[src/hw/rtl/b16ar_pkg.sv]
// ----------------------------------------------------------------------------
// b16ar_pkg
// Shared types, operation codes and helpers for the binary16 arithmetic unit.
// ----------------------------------------------------------------------------
package b16ar_pkg;

  localparam logic [1:0] FUNC_ADD = 2'd0;
  localparam logic [1:0] FUNC_SUB = 2'd1;
  localparam logic [1:0] FUNC_MUL = 2'd2;
  localparam logic [1:0] FUNC_DIV = 2'd3;

  localparam logic [15:0] QNAN_BITS    = 16'h7E00;
  localparam logic [15:0] POS_INF_BITS = 16'h7C00;
  localparam logic [15:0] NEG_MAX_BITS = 16'hFBFF;

  // quotient bits produced by the divider: floor(na * 2^12 / nb)
  localparam int unsigned DIV_STEPS = 13;

  // controller -> datapath
  typedef struct packed {
    logic load;       // capture input transfer
    logic setup;      // decode, specials, add/mul, divider init
    logic div_step;   // one restoring division step
    logic norm_step;  // one leading-one scan step
    logic rnd;        // align to result grid
    logic emit;       // write output register
  } cmd_t;

  // datapath -> controller
  typedef struct packed {
    logic spec;       // result fixed by special-case rules
    logic is_div;
    logic norm_done;
  } stat_t;

  // leading zeros of an 11-bit significand (input nonzero)
  function automatic logic [3:0] lz11(input logic [10:0] v);
    logic [3:0] n;
    n = 4'd0;
    for (int i = 0; i < 11; i++) begin
      if (v[i]) n = 4'(10 - i);
    end
    return n;
  endfunction

endpackage

[src/hw/rtl/binary16_arith_round_up_unit.sv]
// ----------------------------------------------------------------------------
// binary16_arith_round_up_unit
// IEEE binary16 add/sub/mul/div, rounded toward plus infinity.
// ----------------------------------------------------------------------------
// One item at a time. After an input transfer the unit decodes operands and
// resolves special cases (NaN in, invalid ops, infinities, zeros) in a setup
// step; add/sub align with a sticky bit and mul uses one 11x11 multiply in that
// same step. Divide then runs a restoring divider, one quotient bit per cycle,
// 13 quotient bits in all. A leading-one scan (8 bits or 1 bit per cycle) and an
// align step follow, then a round/pack step; special cases go straight to pack.
// An output stall holds the unit in its pack step until the output register
// frees up. The result sits in an output register, so a new input transfer is
// taken while a result waits.
// Overflow gives +inf for positive and 0xFBFF for negative results; every NaN
// comes out as 0x7E00; an exactly cancelling sum gives +0.
// ----------------------------------------------------------------------------
module binary16_arith_round_up_unit import b16ar_pkg::*; (
  input  logic        clk,
  input  logic        rst_n,
  input  logic        in_valid,
  output logic        in_stall,
  input  logic [1:0]  in_func,
  input  logic [15:0] in_operand_a,
  input  logic [15:0] in_operand_b,
  output logic        out_valid,
  input  logic        out_stall,
  output logic [15:0] out_result
);

  cmd_t  cmd;
  stat_t stat;

  // sequencer: handshakes and command issue
  b16ar_ctrl u_ctrl (
    .clk       (clk),
    .rst_n     (rst_n),
    .in_valid  (in_valid),
    .in_stall  (in_stall),
    .out_valid (out_valid),
    .out_stall (out_stall),
    .stat      (stat),
    .cmd       (cmd)
  );

  // arithmetic datapath and output register
  b16ar_dp u_dp (
    .clk          (clk),
    .cmd          (cmd),
    .stat         (stat),
    .in_func      (in_func),
    .in_operand_a (in_operand_a),
    .in_operand_b (in_operand_b),
    .out_result   (out_result)
  );

  // busy after every input transfer
  a_busy_after_load: assert property (@(posedge clk) disable iff (!rst_n)
    in_valid && !in_stall |=> in_stall)
    else $error("unit not busy after input transfer");

  // output register only written when free
  a_emit_free: assert property (@(posedge clk) disable iff (!rst_n)
    cmd.emit |-> (!out_valid || !out_stall))
    else $error("result overwritten while held");

  // at most one datapath operation per cycle
  a_cmd_onehot: assert property (@(posedge clk) disable iff (!rst_n)
    $onehot0({cmd.load, cmd.setup, cmd.div_step, cmd.norm_step, cmd.rnd, cmd.emit}))
    else $error("conflicting datapath commands");

  // NaN results are always canonical
  a_qnan: assert property (@(posedge clk) disable iff (!rst_n)
    out_valid |-> (out_result[14:10] != 5'd31) || (out_result[9:0] == 10'd0)
                  || (out_result == QNAN_BITS))
    else $error("non-canonical NaN");

endmodule

[src/hw/rtl/b16ar_ctrl.sv]
// ----------------------------------------------------------------------------
// b16ar_ctrl
// Sequencer for the binary16 unit: issues datapath commands, owns handshakes.
// ----------------------------------------------------------------------------
module b16ar_ctrl import b16ar_pkg::*; (
  input  logic  clk,
  input  logic  rst_n,
  input  logic  in_valid,
  output logic  in_stall,
  output logic  out_valid,
  input  logic  out_stall,
  input  stat_t stat,
  output cmd_t  cmd
);

  localparam logic [2:0] ST_IDLE  = 3'd0;
  localparam logic [2:0] ST_SETUP = 3'd1;
  localparam logic [2:0] ST_DIV   = 3'd2;
  localparam logic [2:0] ST_NORM  = 3'd3;
  localparam logic [2:0] ST_RND   = 3'd4;
  localparam logic [2:0] ST_PACK  = 3'd5;

  logic [2:0] state_r, state_nxt;
  logic [3:0] cnt_r, cnt_nxt;
  logic       ovld_r, ovld_nxt;
  logic       out_free;

  assign out_free = !ovld_r || !out_stall;
  assign in_stall = (state_r != ST_IDLE);
  assign out_valid = ovld_r;

  always_comb begin
    state_nxt = state_r;
    cnt_nxt   = cnt_r;
    cmd       = '0;
    ovld_nxt  = ovld_r && out_stall;
    unique case (state_r)
      ST_IDLE: begin
        if (in_valid) begin
          cmd.load  = 1'b1;
          state_nxt = ST_SETUP;
        end
      end
      ST_SETUP: begin
        cmd.setup = 1'b1;
        cnt_nxt   = 4'd0;
        priority if (stat.spec) state_nxt = ST_PACK;
        else if (stat.is_div)   state_nxt = ST_DIV;
        else                    state_nxt = ST_NORM;
      end
      ST_DIV: begin
        cmd.div_step = 1'b1;
        cnt_nxt      = cnt_r + 4'd1;
        if (cnt_r == 4'(DIV_STEPS - 1)) state_nxt = ST_NORM;
      end
      ST_NORM: begin
        if (stat.norm_done) state_nxt = ST_RND;
        else cmd.norm_step = 1'b1;
      end
      ST_RND: begin
        cmd.rnd   = 1'b1;
        state_nxt = ST_PACK;
      end
      ST_PACK: begin
        if (out_free) begin
          cmd.emit  = 1'b1;
          ovld_nxt  = 1'b1;
          state_nxt = ST_IDLE;
        end
      end
      default: state_nxt = ST_IDLE;
    endcase
  end

  always_ff @(posedge clk) begin
    if (!rst_n) begin
      state_r <= ST_IDLE;
      cnt_r   <= 4'd0;
      ovld_r  <= 1'b0;
    end else begin
      state_r <= state_nxt;
      cnt_r   <= cnt_nxt;
      ovld_r  <= ovld_nxt;
    end
  end

endmodule

[src/hw/rtl/b16ar_dp.sv]
// ----------------------------------------------------------------------------
// b16ar_dp
// Datapath: operand decode, add/mul/div, leading-one scan, round-up, packing.
// ----------------------------------------------------------------------------
module b16ar_dp import b16ar_pkg::*; (
  input  logic        clk,
  input  cmd_t        cmd,
  output stat_t       stat,
  input  logic [1:0]  in_func,
  input  logic [15:0] in_operand_a,
  input  logic [15:0] in_operand_b,
  output logic [15:0] out_result
);

  logic [1:0]  func_r;
  logic [15:0] opa_r, opb_r;

  // working value: m_r * 2^e_r plus a fraction flagged by st_r
  logic [24:0]       m_r, m_nxt;
  logic [24:0]       s_r, s_nxt;
  logic [4:0]        p_r, p_nxt;
  logic signed [7:0] e_r, e_nxt;
  logic              st_r, st_nxt;
  logic              sign_r, sign_nxt;
  logic              spec_r;
  logic [15:0]       res_r;
  logic [11:0]       r_r, r_nxt;
  logic [10:0]       nb_r;
  logic [10:0]       mm_r;
  logic signed [7:0] q_r;
  logic              inex_r, ovf_r;
  logic [15:0]       oreg_r;

  // ---------------- decode ----------------
  logic              sa, sb;
  logic [4:0]        xa, xb;
  logic [10:0]       ma, mb;
  logic signed [7:0] ea, eb;
  logic              nana, nanb, infa, infb, zera, zerb;

  assign sa = opa_r[15];
  assign sb = opb_r[15] ^ (func_r == FUNC_SUB);
  assign xa = opa_r[14:10];
  assign xb = opb_r[14:10];
  assign ma = {xa != 5'd0, opa_r[9:0]};
  assign mb = {xb != 5'd0, opb_r[9:0]};
  assign ea = (xa == 5'd0) ? -8'sd24 : $signed({3'b000, xa}) - 8'sd25;
  assign eb = (xb == 5'd0) ? -8'sd24 : $signed({3'b000, xb}) - 8'sd25;
  assign nana = (xa == 5'd31) && (opa_r[9:0] != 10'd0);
  assign nanb = (xb == 5'd31) && (opb_r[9:0] != 10'd0);
  assign infa = (xa == 5'd31) && (opa_r[9:0] == 10'd0);
  assign infb = (xb == 5'd31) && (opb_r[9:0] == 10'd0);
  assign zera = (opa_r[14:0] == 15'd0);
  assign zerb = (opb_r[14:0] == 15'd0);

  // ---------------- special cases ----------------
  logic        spec;
  logic [15:0] spec_val;
  logic        sx;
  assign sx = sa ^ sb;

  always_comb begin
    spec     = 1'b1;
    spec_val = QNAN_BITS;
    if (nana || nanb) begin
      spec_val = QNAN_BITS;
    end else begin
      unique case (func_r)
        FUNC_ADD, FUNC_SUB: begin
          priority if (infa && infb && (sa != sb)) spec_val = QNAN_BITS;
          else if (infa) spec_val = {sa, POS_INF_BITS[14:0]};
          else if (infb) spec_val = {sb, POS_INF_BITS[14:0]};
          else if (zera && zerb) spec_val = {sa & sb, 15'd0};
          else if ((sa != sb) && (opa_r[14:0] == opb_r[14:0])) spec_val = 16'd0;
          else spec = 1'b0;
        end
        FUNC_MUL: begin
          priority if ((infa && zerb) || (infb && zera)) spec_val = QNAN_BITS;
          else if (infa || infb) spec_val = {sx, POS_INF_BITS[14:0]};
          else if (zera || zerb) spec_val = {sx, 15'd0};
          else spec = 1'b0;
        end
        FUNC_DIV: begin
          priority if ((zera && zerb) || (infa && infb)) spec_val = QNAN_BITS;
          else if (zera || infb) spec_val = {sx, 15'd0};
          else if (zerb || infa) spec_val = {sx, POS_INF_BITS[14:0]};
          else spec = 1'b0;
        end
        default: spec = 1'b1;
      endcase
    end
  end

  assign stat.spec   = spec;
  assign stat.is_div = (func_r == FUNC_DIV);
  assign stat.norm_done = s_r[24] || (s_r == 25'd0);

  // ---------------- add/sub alignment with sticky ----------------
  logic              a_big;
  logic [10:0]       mbig, msml;
  logic signed [7:0] ebig, esml, dexp;
  logic [4:0]        d5;
  logic [23:0]       mb24, ms24, shr;
  logic              stk, sbig;
  logic [24:0]       sum;

  assign a_big = opa_r[14:0] >= opb_r[14:0];
  assign mbig  = a_big ? ma : mb;
  assign msml  = a_big ? mb : ma;
  assign ebig  = a_big ? ea : eb;
  assign esml  = a_big ? eb : ea;
  assign sbig  = a_big ? sa : sb;
  assign dexp  = ebig - esml;
  assign d5    = dexp[4:0];
  assign mb24  = {mbig, 13'd0};
  assign ms24  = {msml, 13'd0};
  assign shr   = ms24 >> d5;
  assign stk   = (shr << d5) != ms24;
  assign sum   = (sa == sb) ? ({1'b0, mb24} + {1'b0, shr})
                            : ({1'b0, mb24} - {1'b0, shr} - {24'd0, stk});

  // ---------------- multiply ----------------
  logic [21:0] prod;
  assign prod = ma * mb;

  // ---------------- divider init ----------------
  logic [3:0]  lza, lzb;
  logic [10:0] na, nb;
  assign lza = lz11(ma);
  assign lzb = lz11(mb);
  assign na  = ma << lza;
  assign nb  = mb << lzb;

  // ---------------- divider step ----------------
  logic        qbit;
  logic [11:0] rsub;
  assign qbit = r_r >= {1'b0, nb_r};
  assign rsub = qbit ? (r_r - {1'b0, nb_r}) : r_r;

  always_comb begin
    m_nxt    = m_r;
    s_nxt    = s_r;
    p_nxt    = p_r;
    e_nxt    = e_r;
    st_nxt   = st_r;
    sign_nxt = sign_r;
    r_nxt    = r_r;
    if (cmd.setup) begin
      p_nxt = 5'd24;
      unique case (func_r)
        FUNC_ADD, FUNC_SUB: begin
          m_nxt    = sum;
          e_nxt    = ebig - 8'sd13;
          st_nxt   = stk;
          sign_nxt = sbig;
        end
        FUNC_MUL: begin
          m_nxt    = {3'd0, prod};
          e_nxt    = ea + eb;
          st_nxt   = 1'b0;
          sign_nxt = sx;
        end
        FUNC_DIV: begin
          m_nxt    = 25'd0;
          e_nxt    = (ea - $signed({4'd0, lza})) - (eb - $signed({4'd0, lzb})) - 8'sd12;
          st_nxt   = 1'b0;
          sign_nxt = sx;
          r_nxt    = {1'b0, na};
        end
        default: m_nxt = m_r;
      endcase
      s_nxt = m_nxt;
    end else if (cmd.div_step) begin
      m_nxt  = {m_r[23:0], qbit};
      s_nxt  = m_nxt;
      r_nxt  = {rsub[10:0], 1'b0};
      st_nxt = (rsub != 12'd0);
    end else if (cmd.norm_step) begin
      if (s_r[24:17] == 8'd0) begin
        s_nxt = {s_r[16:0], 8'd0};
        p_nxt = p_r - 5'd8;
      end else begin
        s_nxt = {s_r[23:0], 1'b0};
        p_nxt = p_r - 5'd1;
      end
    end
  end

  // ---------------- align to result grid ----------------
  logic signed [7:0] big, q0, qg, sh, nsh;
  logic [24:0]       mrs, mls;
  logic [10:0]       mm;
  logic              inex, ovf;

  assign big = $signed({3'b000, p_r}) + e_r;
  assign q0  = big - 8'sd10;
  assign qg  = (q0 < -8'sd24) ? -8'sd24 : q0;
  assign sh  = qg - e_r;
  assign nsh = -sh;
  assign mrs = m_r >> sh[4:0];
  assign mls = m_r << nsh[5:0];

  always_comb begin
    mm   = 11'd0;
    inex = st_r;
    ovf  = 1'b0;
    if (m_r != 25'd0) begin
      ovf = big > 8'sd15;
      priority if (sh >= 8'sd25) begin
        mm   = 11'd0;
        inex = 1'b1;
      end else if (sh > 8'sd0) begin
        mm   = mrs[10:0];
        inex = st_r || ((mrs << sh[4:0]) != m_r);
      end else begin
        mm   = mls[10:0];
      end
    end
  end

  // ---------------- round up and pack ----------------
  logic [11:0]       m12, mfin;
  logic signed [7:0] qf, be;
  logic              povf;
  logic [15:0]       packed_val, final_val;

  assign m12  = {1'b0, mm_r} + {11'd0, (!sign_r && inex_r)};
  assign mfin = m12[11] ? 12'd1024 : m12;
  assign qf   = m12[11] ? q_r + 8'sd1 : q_r;
  assign be   = qf + 8'sd25;
  assign povf = ovf_r || (mfin[10] && (be >= 8'sd31));

  always_comb begin
    priority if (povf) packed_val = sign_r ? NEG_MAX_BITS : POS_INF_BITS;
    else if (mfin[10]) packed_val = {sign_r, be[4:0], mfin[9:0]};
    else packed_val = {sign_r, 5'd0, mfin[9:0]};
  end

  assign final_val  = spec_r ? res_r : packed_val;
  assign out_result = oreg_r;

  always_ff @(posedge clk) begin
    if (cmd.load) begin
      func_r <= in_func;
      opa_r  <= in_operand_a;
      opb_r  <= in_operand_b;
    end
    if (cmd.setup) begin
      spec_r <= spec;
      res_r  <= spec_val;
      nb_r   <= nb;
    end
    m_r    <= m_nxt;
    s_r    <= s_nxt;
    p_r    <= p_nxt;
    e_r    <= e_nxt;
    st_r   <= st_nxt;
    sign_r <= sign_nxt;
    r_r    <= r_nxt;
    if (cmd.rnd) begin
      mm_r   <= mm;
      q_r    <= qg;
      inex_r <= inex;
      ovf_r  <= ovf;
    end
    if (cmd.emit) oreg_r <= final_val;
  end

endmodule

[config.mk]
export PLATFORM = sky130hd
export DESIGN_NAME = binary16_arith_round_up_unit
export DESIGN_NICKNAME = d
export VERILOG_FILES = /design/src/hw/rtl/b16ar_pkg.sv /design/src/hw/rtl/binary16_arith_round_up_unit.sv /design/src/hw/rtl/b16ar_ctrl.sv /design/src/hw/rtl/b16ar_dp.sv
export SDC_FILE = /design/constraint.sdc
export NUM_CORES = 1
export LEC_CHECK = 0
export BUFFER_PORTS_ARGS = -buffer_cell sky130_fd_sc_hd__buf_4
export CORE_ASPECT_RATIO = 1.25
export CORE_MARGIN = 5
export CORE_UTILIZATION = 55
export CTS_CLUSTER_DIAMETER = 80
export DETAILED_ROUTE_END_ITERATION = 6
export GPL_TIMING_DRIVEN = 0
export PLACE_DENSITY_LB_ADDON = 0.25
export SLEW_MARGIN = 20
export SYNTH_ARGS = -nofsm -noshare
export SYNTH_HDL_FRONTEND = slang
export SYNTH_SLANG_ARGS = --single-unit
[constraint.sdc]
create_clock -name clk -period 17.9 [get_ports clk]
set_clock_uncertainty 0.2 [all_clocks]
set_input_delay 0 -clock clk [delete_from_list [all_inputs] [get_ports clk]]
set_output_delay 0 -clock clk [all_outputs]
set_load 0.05 [all_outputs]
==> flow_summary.rst <==
.. list-table::
   :header-rows: 1

   * - Metric
     - Value
   * - Fraction of layout cells with a size suffix above 1
     - 0.0813
   * - Final setup violating endpoints
     - 0
   * - Post-DR vias/cell
     - 6.64
   * - Initial Util
     - 0.555
   * - Crit. End Element
     - register
   * - Post-detailed-placement half-perimeter wirelength
     - 68.3 mm
   * - Library cell used as clock root buffer
     - clkbuf_16
   * - Status
     - finished clean
   * - Antenna violations before repair
     - 2
   * - Synthesized netlist net count
     - 3060
   * - First-iteration detailed-routing DRC count
     - 2367
   * - Pin count of the biggest net entering global routing
     - 26
   * - TritonCTS clock tree
     - built
   * - Synth Area per Inst
     - 8.34 um^2
   * - Startpoint Class
     - register
   * - Height of the die
     - 237 um
   * - Highest attainable clock frequency
     - 0.0777 GHz
   * - CP max stage delay
     - 580 ps
   * - #FFs+latches synth
     - 171
   * - Final worst-path cycle share
     - 0.719
   * - Count of port buffers added during placement
     - 55
   * - Core area
     - 0.0410 mm^2
   * - Combinational family with the most area after synthesis
     - compound AO/OA/AOI/OAI gates
   * - Antenna viol nets, final
     - 0
   * - Maximum Capacitance Violations
     - 0
   * - Slew Limit Headroom
     - 0.187
   * - Fin crit period
     - 12870 ps
   * - Area share of fa/ha/maj cells after synthesis
     - 0.192
   * - Area of the mapped netlist
     - 0.0228 mm^2
   * - First-pass GRT wire length
     - 131 mm
   * - Number of buffers inserted during clock tree synthesis
     - 17
   * - X dimension of the die
     - 192 um
   * - Most common cell on crit path
     - ha_1
   * - Synth Instances
     - 2730
   * - Largest driver fanout on the critical path
     - 10
   * - Worst path slowest cell
     - clkinv_1
   * - Data arrival, critical path
     - 12900 ps
   * - Reg clk slew, reported paths
     - 70 ps
   * - Sequential area share after synthesis
     - 0.220
   * - Top_reg_cell synth
     - edfxtp_1
   * - Proportion of register bits with asynchronous set or reset after synthesis
     - 0
   * - Multiplexer fraction of the synthesized cell area
     - 0.0844
   * - Routability Congestion
     - 1.03
   * - Number of I/O pins
     - 56
   * - Required arrival time at the worst endpoint
     - 17920 ps
   * - DRC
     - 0
   * - Count of final hold-check violations
     - 0
   * - Number of pins with negative max-slew slack in the final report
     - 0
   * - Basic-gate share of the synthesized area counting and, or, nand and nor cells
     - 0.195
   * - Via Count
     - 22681
   * - Synth cell types
     - 105
   * - Overall die area
     - 0.0456 mm^2
   * - Drt wl/cell
     - 25.4 um
   * - Standard-cell row count
     - 83
   * - Number of global-route vias before repair
     - 22683
   * - Clock sinks
     - 171
   * - Synth Area in Compound Gates
     - 0.199
   * - Count of antenna diodes in the layout
     - 0
   * - Unrepaired setup endpoints after global routing
     - false
   * - Cells taking the most area after synthesis
     - edfxtp_1 21%, ha_1 11%, fa_1 8.4%
   * - Leftover overflow at the end of global routing
     - 0
   * - Utilization of the core after routing
     - 0.610
   * - Yosys Warn Count
     - 0
   * - Max Root-Sink Buffers
     - 2
   * - Worst hold slack
     - 43.2 ps
   * - Deepest level of the CTS H-tree
     - 4
   * - Transition at the pin with the smallest max-transition slack
     - 1210 ps
   * - Share of the synthesized area in the top cell type
     - 0.208
   * - Top cell type by total area after synthesis
     - edfxtp_1
   * - Hold crit path type
     - in2reg
   * - Routed wire length
     - 86.7 mm
   * - Post-Synth XOR/XNOR Area
     - 0.0435
   * - Clock latency at the later pin of the worst-skew pair
     - 480 ps
   * - Overall fraction of global-route tracks in use
     - 0.376
   * - Area overhead of the layout relative to synthesis
     - 9.90%
   * - Post-route setup TNS
     - 0 ps
   * - Count of filler cells inserted in the layout
     - 3602
   * - Number of resized instances in the post-cts repair step
     - 0
   * - Router iterations before antenna repair
     - 6
   * - Count of flip-flops with a built-in enable after synthesis
     - 158
   * - Net count of the finished layout
     - 3182
   * - Worst setup path category
     - reg2reg
==> cell type report <==
type | instances | area, um^2 | share of cell area
Sequential cell | 171 | 5000 | 0.200
Clock buffer | 18 | 429 | 0.0172
Tap cell | 552 | 691 | 0.0276
Clock inverter | 14 | 169 | 0.00675
Buffer | 153 | 612 | 0.0245
Inverter | 244 | 918 | 0.0367
Multi-Input combinational cell | 2162 | 16300 | 0.651
Timing Repair Buffer | 103 | 912 | 0.0365
==> cells in the mapped netlist (all sizes together) (13+ instances only) <==
cell type	instances
o31ai	18
and2	46
nand2b	20
a21boi	14
a211oi	29
nand4	25
ha	197
mux4	27
o221ai	14
inv	241
fa	95
a22oi	22
o21bai	15
mux2	23
nand3	72
nor3	74
nor2	238
mux2i	104
o22ai	21
dfxtp	13
nor4	26
a221oi	13
nor2b	30
o211ai	36
and3	23
edfxtp	158
o21ai	135
clkbuf	126
nand2	330
a21oi	150
buf	27
xor2	36
a31oi	38
xnor2	70
a21o	47
or3	16
==> final timing paths <==
kind	from	to	slack, ps	depth (start not counted)
worst max-delay path	u_dp.opb_r[6]	u_dp.s_r[19]	5030	41
worst min-delay path	in_operand_b[6]	u_dp.opb_r[6]	40	2
worst max register to register	u_dp.opb_r[6]	u_dp.s_r[19]	5030	41
worst min register to register	u_ctrl.cnt_r[3]	u_ctrl.cnt_r[3]	260	1
==> metal layers <==
layer	part of all wire	routed length (um)	GRT usage	vias up
met1	0.34	29400	0.409	10666
met5	0.00017	15	0	-
met2	0.48	41400	0.636	1459
met3	0.084	7300	0.0721	476
met4	0.098	8510	0.297	2
li1	-	-	-	10078
==> flip-flops by register name, indices dropped and copies added (netlist names) <==
name and flops:
u_dp.mm_r 11, u_dp.opb_r 16, u_dp.st_r 1, u_dp.opa_r 16, u_dp.spec_r 1, u_ctrl.out_valid 1, u_dp.e_r 8, u_dp.r_r 12
u_ctrl.state_r 3, u_dp.q_r 8, u_dp.res_r 3, u_dp.inex_r 1, u_dp.m_r 25, u_dp.s_r 25, u_dp.nb_r 11, u_dp.ovf_r 1
u_dp.p_r 5, u_dp.func_r 2, u_dp.sign_r 1, u_ctrl.cnt_r 4, u_dp.out_result 16
==> timing repair <==
item / 4_1_cts / 5_1_grt
endpoints found under the hold margin: 62 / 0
hold buffers: 37 / 0
setup buffers: 0 / 0
==> kinds of logic (layout without fill, tap and decap cells) <==
kind of cell | after synthesis | count (layout)
buf+inv | 397 | 532
mux | 154 | 154
simple gates | 939 | 939
compound gates | 669 | 669
flops | 171 | 171
xor+xnor | 108 | 108
fa+ha+maj | 292 | 292
==> stage by stage <==
| step | instances | worst slack (ps) | instance area (um^2) |
|---|---|---|---|
| floorplan | 2730 | 8610 | 22800 |
| global placement | 3337 | 5680 | 23900 |
| detailed placement | 3348 | 5650 | 24000 |
| CTS | 3417 | 5590 | 25000 |
| global route | 3417 | 4650 | 25000 |
| finish | 3417 | 5030 | 25000 |
==> cell usage in the layout (no fill, tap or decap), types with 47 or more instances in the layout <==
cell type / count
fa_1: 95
o21ai_0: 119
nand2_1: 330
edfxtp_1: 158
mux2i_1: 103
buf_4: 59
nand3_1: 71
inv_1: 232
nor2_1: 237
a21o_1: 47
nor3_1: 64
ha_1: 197
xnor2_1: 68
clkbuf_1: 123
a21oi_1: 148
==> critical path: cells and delay by family, from the launching register on <==
family	cells	cell delay, ps
AO/OA/AOI/OAI	15	3730
AND/OR/NAND/NOR	12	3170
adder cells (fa/ha/maj)	6	1670
multiplexers	1	410
XOR/XNOR	1	500
buffers and inverters	6	2350
flip-flops	1	570
Power is left out: the tool's default activity adds up to more than one toggle a clock period on the data nets, which glitch-free logic cannot reach.
